**src/rtl/core/dalm_pkg.sv**
```systemverilog
package dalm_pkg;

    localparam int THREADS = 16;
    localparam int LOCKS   = 16;

    localparam int TID_W     = 4;
    localparam int LID_W     = 4;
    localparam int THREAD_AW = (THREADS > 1) ? $clog2(THREADS) : 1;
    localparam int LOCK_AW   = (LOCKS > 1) ? $clog2(LOCKS) : 1;
    localparam int STEP_W    = $clog2(THREADS + 1);

    localparam logic CMD_ACQUIRE = 1'b0;
    localparam logic CMD_RELEASE = 1'b1;

    localparam logic [1:0] ST_GRANTED  = 2'd0;
    localparam logic [1:0] ST_WAIT     = 2'd1;
    localparam logic [1:0] ST_DEADLOCK = 2'd2;
    localparam logic [1:0] ST_RELEASED = 2'd3;

    typedef struct packed {
        logic             command;
        logic [TID_W-1:0] thread_id;
        logic [LID_W-1:0] lock_id;
    } req_t;

    typedef struct packed {
        logic [1:0]       status;
        logic             holder_valid;
        logic [TID_W-1:0] holder_thread;
    } rsp_t;

    // Write controls for the owner and pending tables.
    typedef struct packed {
        logic                 own_we;
        logic                 own_set;
        logic [LOCK_AW-1:0]   own_lock;
        logic [TID_W-1:0]     own_thread;
        logic                 pend_we;
        logic                 pend_set;
        logic [THREAD_AW-1:0] pend_thread;
        logic [LOCK_AW-1:0]   pend_lock;
    } tbl_wr_t;

endpackage

```
**src/rtl/core/dalm_tables.sv**
```systemverilog
module dalm_tables
    import dalm_pkg::*;
(
    input  logic                 aclk,
    input  logic                 aresetn,
    input  logic [LOCK_AW-1:0]   lock_raddr,
    input  logic [THREAD_AW-1:0] thread_raddr,
    input  tbl_wr_t              wr,
    output logic                 owner_valid,
    output logic [TID_W-1:0]     owner_thread,
    output logic                 pend_valid,
    output logic [LOCK_AW-1:0]   pend_lock
);

    logic [LOCKS-1:0]     owner_valid_reg;
    logic [TID_W-1:0]     owner_thread_reg [LOCKS];
    logic [THREADS-1:0]   pend_valid_reg;
    logic [LOCK_AW-1:0]   pend_lock_reg [THREADS];

    // Valid bits are the only state that reset has to clear.
    always_ff @(posedge aclk) begin
        if (!aresetn) begin
            owner_valid_reg <= '0;
            pend_valid_reg  <= '0;
        end else begin
            if (wr.own_we) begin
                owner_valid_reg[wr.own_lock] <= wr.own_set;
            end
            if (wr.pend_we) begin
                pend_valid_reg[wr.pend_thread] <= wr.pend_set;
            end
        end
    end

    always_ff @(posedge aclk) begin
        if (wr.own_we) begin
            owner_thread_reg[wr.own_lock] <= wr.own_thread;
        end
        if (wr.pend_we) begin
            pend_lock_reg[wr.pend_thread] <= wr.pend_lock;
        end
    end

    assign owner_valid  = owner_valid_reg[lock_raddr];
    assign owner_thread = owner_thread_reg[lock_raddr];
    assign pend_valid   = pend_valid_reg[thread_raddr];
    assign pend_lock    = pend_lock_reg[thread_raddr];

endmodule

```
**src/rtl/core/deadlock_avoiding_lock_manager.sv**
```systemverilog
// Lock manager with deadlock detection over the wait-for graph.
// A request on the s_ channel (s_valid, s_ready, s_data) either acquires a
// lock for a thread or releases a lock. Each request yields exactly one
// response on the m_ channel (m_valid, m_ready, m_data): granted, must wait,
// rejected as a deadlock, or released, plus the lock's owner afterwards.
// An acquire of a lock held by another thread walks the chain owner, that
// owner's pending lock, that lock's owner, and so on, one link per clock
// cycle through the single read port of the owner and pending tables, for
// at most THREADS links. Only one request is in progress at a time: s_ready
// is high only while the block is idle, and it stays low until the response
// has been taken. When the receiver holds m_ready low, m_data is held and no
// new request is accepted. Reset (aresetn low, synchronous) frees every lock
// and clears every pending request; the block is ready right after it.
module deadlock_avoiding_lock_manager
    import dalm_pkg::*;
(
    input  logic aclk,
    input  logic aresetn,
    input  logic s_valid,
    output logic s_ready,
    input  req_t s_data,
    output logic m_valid,
    input  logic m_ready,
    output rsp_t m_data
);

    typedef enum logic [1:0] {
        S_IDLE,
        S_CHECK,
        S_WALK,
        S_RESP
    } state_t;

    state_t              state_reg;
    req_t                req_reg;
    logic [TID_W-1:0]    cur_reg;
    logic [STEP_W-1:0]   step_reg;
    logic [TID_W-1:0]    holder_reg;
    logic                m_valid_reg;
    rsp_t                rsp_reg;

    logic [LOCK_AW-1:0]  lock_raddr;
    logic                owner_valid;
    logic [TID_W-1:0]    owner_thread;
    logic                pend_valid;
    logic [LOCK_AW-1:0]  pend_lock;
    tbl_wr_t             wr;

    logic                in_range;
    logic                walk_done;
    logic [1:0]          walk_status;

    // While walking, the lock port follows the current thread's pending lock;
    // otherwise it looks at the requested lock.
    assign lock_raddr = (state_reg == S_WALK) ? pend_lock : LOCK_AW'(req_reg.lock_id);

    dalm_tables u_tables (
        .aclk         (aclk),
        .aresetn      (aresetn),
        .lock_raddr   (lock_raddr),
        .thread_raddr (THREAD_AW'(cur_reg)),
        .wr           (wr),
        .owner_valid  (owner_valid),
        .owner_thread (owner_thread),
        .pend_valid   (pend_valid),
        .pend_lock    (pend_lock)
    );

    assign in_range = (32'(req_reg.thread_id) < THREADS) && (32'(req_reg.lock_id) < LOCKS);

    // One link of the chain. The walk ends when the step budget is spent, the
    // chain comes back to the requester, or it reaches a thread that is not
    // waiting or a lock that is free.
    always_comb begin
        walk_done   = 1'b1;
        walk_status = ST_WAIT;
        if (step_reg == STEP_W'(THREADS)) begin
            walk_status = ST_WAIT;
        end else if (cur_reg == req_reg.thread_id) begin
            walk_status = ST_DEADLOCK;
        end else if (!pend_valid || !owner_valid) begin
            walk_status = ST_WAIT;
        end else begin
            walk_done = 1'b0;
        end
    end

    // Table updates happen in the cycle in which the outcome is decided.
    always_comb begin
        wr             = '0;
        wr.own_lock    = LOCK_AW'(req_reg.lock_id);
        wr.own_thread  = req_reg.thread_id;
        wr.pend_thread = THREAD_AW'(req_reg.thread_id);
        wr.pend_lock   = LOCK_AW'(req_reg.lock_id);
        case (state_reg)
            S_CHECK: begin
                if (in_range) begin
                    if (req_reg.command == CMD_RELEASE) begin
                        wr.own_we  = 1'b1;
                        wr.own_set = 1'b0;
                    end else if (!owner_valid) begin
                        wr.own_we   = 1'b1;
                        wr.own_set  = 1'b1;
                        wr.pend_we  = 1'b1;
                        wr.pend_set = 1'b0;
                    end else if (owner_thread == req_reg.thread_id) begin
                        wr.pend_we  = 1'b1;
                        wr.pend_set = 1'b0;
                    end
                end
            end
            S_WALK: begin
                if (walk_done) begin
                    wr.pend_we  = 1'b1;
                    wr.pend_set = (walk_status == ST_WAIT);
                end
            end
            default: begin
            end
        endcase
    end

    always_ff @(posedge aclk) begin
        if (!aresetn) begin
            state_reg   <= S_IDLE;
            m_valid_reg <= 1'b0;
        end else begin
            case (state_reg)
                S_IDLE: begin
                    if (s_valid) begin
                        req_reg   <= s_data;
                        state_reg <= S_CHECK;
                    end
                end
                S_CHECK: begin
                    if (!in_range) begin
                        rsp_reg   <= '{ST_DEADLOCK, 1'b0, '0};
                        state_reg <= S_RESP;
                    end else if (req_reg.command == CMD_RELEASE) begin
                        rsp_reg   <= '{ST_RELEASED, 1'b0, '0};
                        state_reg <= S_RESP;
                    end else if (!owner_valid) begin
                        rsp_reg   <= '{ST_GRANTED, 1'b1, req_reg.thread_id};
                        state_reg <= S_RESP;
                    end else if (owner_thread == req_reg.thread_id) begin
                        rsp_reg   <= '{ST_DEADLOCK, 1'b1, owner_thread};
                        state_reg <= S_RESP;
                    end else begin
                        // The lock is held by another thread: start the walk.
                        holder_reg <= owner_thread;
                        cur_reg    <= owner_thread;
                        step_reg   <= '0;
                        state_reg  <= S_WALK;
                    end
                end
                S_WALK: begin
                    if (walk_done) begin
                        rsp_reg   <= '{walk_status, 1'b1, holder_reg};
                        state_reg <= S_RESP;
                    end else begin
                        cur_reg  <= owner_thread;
                        step_reg <= step_reg + 1'b1;
                    end
                end
                S_RESP: begin
                    if (!m_valid_reg) begin
                        m_valid_reg <= 1'b1;
                    end else if (m_ready) begin
                        m_valid_reg <= 1'b0;
                        state_reg   <= S_IDLE;
                    end
                end
                default: begin
                    state_reg <= S_IDLE;
                end
            endcase
        end
    end

    assign s_ready = (state_reg == S_IDLE);
    assign m_valid = m_valid_reg;
    assign m_data  = rsp_reg;

endmodule

```
**config.mk**
```make
export PLATFORM = sky130hd
export DESIGN_NAME = deadlock_avoiding_lock_manager
export DESIGN_NICKNAME = d
export VERILOG_FILES = /design/src/rtl/core/dalm_pkg.sv /design/src/rtl/core/dalm_tables.sv /design/src/rtl/core/deadlock_avoiding_lock_manager.sv
export SDC_FILE = /design/constraint.sdc
export NUM_CORES = 1
export LEC_CHECK = 0
export BUFFER_PORTS_ARGS = -buffer_cell sky130_fd_sc_hd__buf_4
export CAP_MARGIN = 20
export CORE_MARGIN = 3
export CORE_UTILIZATION = 50
export DETAILED_ROUTE_END_ITERATION = 6
export GPL_ROUTABILITY_DRIVEN = 0
export PLACE_DENSITY = 0.67
export SYNTH_ARGS = -nofsm -noshare
export SYNTH_HDL_FRONTEND = slang
export SYNTH_HIERARCHICAL = 1
export SYNTH_SLANG_ARGS = --single-unit
export TNS_END_PERCENT = 1
```
**constraint.sdc**
```tcl
create_clock -name aclk -period 5.4 [get_ports aclk]
set_input_delay 0.27 -clock aclk [delete_from_list [all_inputs] [get_ports aclk]]
set_output_delay 0.27 -clock aclk [all_outputs]
set_load 0.1 [all_outputs]
```
======== Word level (Yosys, flattened, before mapping) ========
Memory sizes are Yosys's and may differ from the RTL's. A register that Yosys moved wholly into a read port is not among the register bits.
Index checks and enable logic that the tools add are counted.
storage, ports and cells
  register bits ........................... 64
  RAM bits ................................ 128
  input bits .............................. 13
  output and inout port bits .............. 9
  logic and storage cells ................. 106
  memories kept ........................... 2
cells by class
  add/sub/neg operators ................... 1
  order comparisons ....................... 6
  equality and inequality tests ........... 16
  muxes and demuxes ....................... 54
  bitwise operators ....................... 2
  reduce and logical (&&, ||, !) cells .... 12
memories
  name                       words  width  rd ports  clocked after memory_dff  write ports  RTL line           RTL
  u_tables.owner_thread_reg  16     4      1         0                         1            dalm_tables.sv:16  logic [TID_W-1:0] owner_thread_reg [LOCKS];
  u_tables.pend_lock_reg     16     4      1         1                         1            dalm_tables.sv:18  logic [LOCK_AW-1:0] pend_lock_reg [THREADS];
operators by type and width
  cell                   number
  $bwmux W16             2
  $mux W7                4
  $mux W2                13
  $mux W4                6
  $lt A4 B5 Y1 const B   4
  $mux W5                4
  $mux W1                16
  $ne A2 B2 Y1 const B   8
  $pmux W7 S2            1
  $pmux W5 S2            1
  $bmux W1 S4            2
  $demux W1 S4           2
  $eq A4 B4 Y1           2
  $ge A4 B1 Y1 const B   2
  $pmux W2 S4            1
  $pmux W4 S2            1
  $reduce_and A4 Y1      2
  $reduce_and A6 Y1      1
  $add A5 B1 Y5 const B  1
  $eq A5 B5 Y1 const B   1
  $reduce_and A5 Y1      1
  $eq A2 B1 Y1 const B   2
  $eq A2 B2 Y1 const B   2
  $ne A4 B4 Y1 const B   1
  8 further kinds        11

======== Longest topological paths before layout ========
  word-level depth ........................ 13
  gate-level depth with buffers ........... 17
  mapped depth without buffers ............ 14

======== By module ========
Netlist, hierarchy kept.
modules (own cells, without submodules)
  module                          instances  cells each  area each (sq um)  seq. area each (sq um)
  dalm_tables                     1          429         6641.4             4484.3
  deadlock_avoiding_lock_manager  1          121         1549.0             930.9

======== Least setup slack after synthesis ========
Ideal clock, no wire load.
  path kind ............................... register -> register
  start ................................... register cur_reg[0]
  end ..................................... memory u_tables/pend_lock_reg[1][0] in the netlist's numbering, enable pin
  library setup time ...................... 329 ps
  data arrival time ....................... 4250 ps
  required time ........................... 5071 ps
  setup slack ............................. 821 ps
  cell stages (with the launch flop) ...... 17
  path buffers ............................ 3
  period minus slack after synthesis ...... 4579 ps
  path through ............................ edfxtp_1 -> buf_6 -> mux4_2 -> a22oi_1 -> nand3_1 -> mux2_2 -> buf_6 -> mux4_2 -> a22oi_1 -> nand3_1 -> xor2_1 -> o41ai_1 -> nand3_1 -> a21boi_1 -> or3b_1 -> clkbuf_1 -> nor2_1
RTL lines
  item                      RTL line                               RTL
  start: declaration        deadlock_avoiding_lock_manager.sv:36   logic [TID_W-1:0] cur_reg;
  start signal: assignment  deadlock_avoiding_lock_manager.sv:151  cur_reg <= owner_thread;
  start signal: assignment  deadlock_avoiding_lock_manager.sv:161  cur_reg <= owner_thread;
  end: declaration          dalm_tables.sv:18

==> impl_metrics.toml <==
[run_status]
status = "completed"

[place]
dpl.hpwl_um = 11900
pre_cts_slack_ns = 0.2957
port_buffers = 21

[power]
ir_drop_v = 0.0002493
p_int_mw = 2.724
p_sw_share_pct = 30.70
pwr-share-seq_pct = 45.1
powerDensity_nw_per_um2 = 421.1
clockPowerShare_pct = 31.4
p_leak_nw = 3.060
p_sw_mw = 1.207
comb_power_share_pct = 23.5

[sta]
setup_viol = 0
drv_slew = 0
min_period_over_period_pct = 95.38
tns_ns = 0
setup_ws_ns = 0.2496
relSlewSlack_pct = 59.18
post-route-min-period_ns = 5.150
rsz0062_at_grt = "yes"
fin_skew_ns = 0.01086
worst_pin_slew_ns = 0.6123
max_freq_mhz = 194.2
finalHoldViolCount = 0

[floorplanning]
die_area_sq_um = 17950
initial_utilization_pct = 51.37
ios = 22
rows = 46
fp.dieH_um = 134.0
core-area_sq_um = 15940
die_w_um = 134.0

[critical_path]
cp_max_fo = 12
crit_type = "register to register"
cp-startpoint = "cur_reg[0]"
crit_buf_inv = 3
start_kind = "register"
critPathTopFamily = "simple AND/OR/NAND/NOR gates"
cp.required_ns = 5.50
r2r_cells = 16
end_kind = "register"
cpPeakStageDelay_ns = 0.53
path_cells = "buf_4 > mux4_2 > nand3_1 > nand3_1 > mux2_2 > buf_4 > mux4_2 > nand3_1 > nand3_1 > xor2_1 > o41ai_1 > nand3_1 > a21boi_1 > buf_4 > or3b_1 > nor2_1"
slowest_stage = "mux4_2"
crit_arrival_ns = 5.25
regToRegEndpoint = "u_tables/pend_lock_reg[3][1]"
crit_top_cell = "nand3_1"
reg2reg_from = "cur_reg[0]"
r2r_setup_slack_ns = 0.25

[grt]
antenna_found_initial = 0
overflow = 0
gr-usage-all-layers_pct = 20.55
grt_pass1_vias = 4952
grt_pass1_wl_um = 27900
grt_max_degree = 40

[clock_network]
clock_latency_ns = 0.43
cts-buffers-inserted = 17
cts_tree = "built"
clkTransAtPathRegs_ns = 0.07
cts-root-buf = "clkbuf_16"
clkSinkCount = 192
clockBufferDepth = 2
cts_max_level = 4

[final_layout]
final_common_cell = "edfxtp_1"
most-common-layout-cells = "edfxtp_1, nand3_1, nor2_1, buf_4, mux4_2"
nNetsFinal = 615
syn2layout_area_growth_pct = 13.96
n_antenna_cell = 0
drive_gt1_share_pct = 20.53

[min_path]
hold_depth = 1
min-delay-start = "s_data[6]"
hold_class = "primary input to register"
whs_endpoint = "req_reg[6]"

[drt]
vias_per_cell = 6.110
ant_nets = 0
routed_wl_um = 17810
first_pass_iters = 5
routedWlPerCell_um = 21.59
vias = 5041
drc = 0
drtIter0Drc = 711

[yosys]
synth_edf_count = 157
async_flop_share_pct = 0
ys_seq_elements = 192
netlist_area_sq_um = 8190
synth_cells = 550
yosysWarnings = 6
syn_avg_cell_area_sq_um = 14.89
synth_nets = 569
ys_types = 46
seq_area_frac_synth_pct = 66.12
synthFlopType = "edfxtp_1"

[job]
cap_violations = 0
[kinds of logic after synthesis]
kind of cell | synth area share, %
buffers and inverters | 1.955
muxes | 12.16
xor gates and xnor gates | 1.176
adders and majority gates | 0.9166
AOI/OAI and AO/OA | 7.394
and+or+nand+nor | 10.28
DFF | 66.12
[final cells by class]
| class | count | area, sq um |
|---|---|---|
| fill | 1208 | 6609 |
| sequential | 192 | 5415 |
| multi-input combinational | 325 | 2618 |
| clock buffer | 17 | 425.4 |
| timing repair buffer | 54 | 425.4 |
| tap | 216 | 270.3 |
| clock inverter | 15 | 157.7 |
| inverter | 6 | 22.52 |
[timing repair]
item / CTS / global route
resized for setup: 0 / 1
endpoints found under the hold margin: 6 / 2
hold buffers: 6 / 2
setup endpoints to repair: 0 / 16
buffers inserted: 0 / 0
[Yosys cell counts (5+ instances only)]
master	n	area, sq um
edfxtp_1	157	4715
ha_1	6	75.07
a21boi_1	6	45.04
mux4_2	40	900.9
clkbuf_1	15	56.30
mux2i_1	5	50.05
buf_2	5	25.02
a22oi_1	10	75.07
nand3_1	50	250.2
dfxtp_1	35	700.7
xor2_1	10	87.58
a21boi_0	29	217.7
nand4_1	8	50.05
nand2_1	23	86.33
nor2_1	47	176.4
o21ai_0	37	185.2
inv_1	5	18.77
nor2b_1	9	56.30
[per-layer routing]
metal / vias up / global-route usage, % / routed length (um)
li1: 2230 / - / -
met1: 2552 / 30.04 / 7803
met2: 232 / 31.58 / 8428
met3: 27 / 3.826 / 1259
met4: 0 / 6.743 / 319
met5: - / 0 / 0
[worst max-delay path by stage]
stage / to / cells past startpoint
global route: u_tables/pend_lock_reg[3][1] / 16
global placement: u_tables/pend_lock_reg[1][0] / 16
CTS: u_tables/pend_lock_reg[1][3] / 16
floorplan: u_tables/pend_lock_reg[1][0] / 16
detailed placement: u_tables/pend_lock_reg[1][0] / 16
finish: u_tables/pend_lock_reg[3][1] / 16
[metrics by stage]
stage,utilization [%],instance area (sq um),hold slack (ns),total power [mW],instances
CTS,58.41,9311,0.0003256,3.947,823
global route,58.55,9334,0.0007794,4.078,825
detailed placement,54.37,8668,0.4495,2.720,785
floorplan,-,8190,0.3689,2.454,550
global placement,54.37,8668,0.4492,2.698,785
finish,58.55,9334,0.01075,3.930,825
[power by group through the flow]
stage                     Clock, mW  Sequential (mW)  Combinational, mW
final                          1.24             1.77              0.923
after global routing           1.31             1.78              0.988
after CTS                      1.25             1.77              0.922
after detailed placement          0             1.80              0.915
after global placement            0             1.80              0.898
after floorplan                   0             1.94              0.517
(Power assumes the default switching activity.)
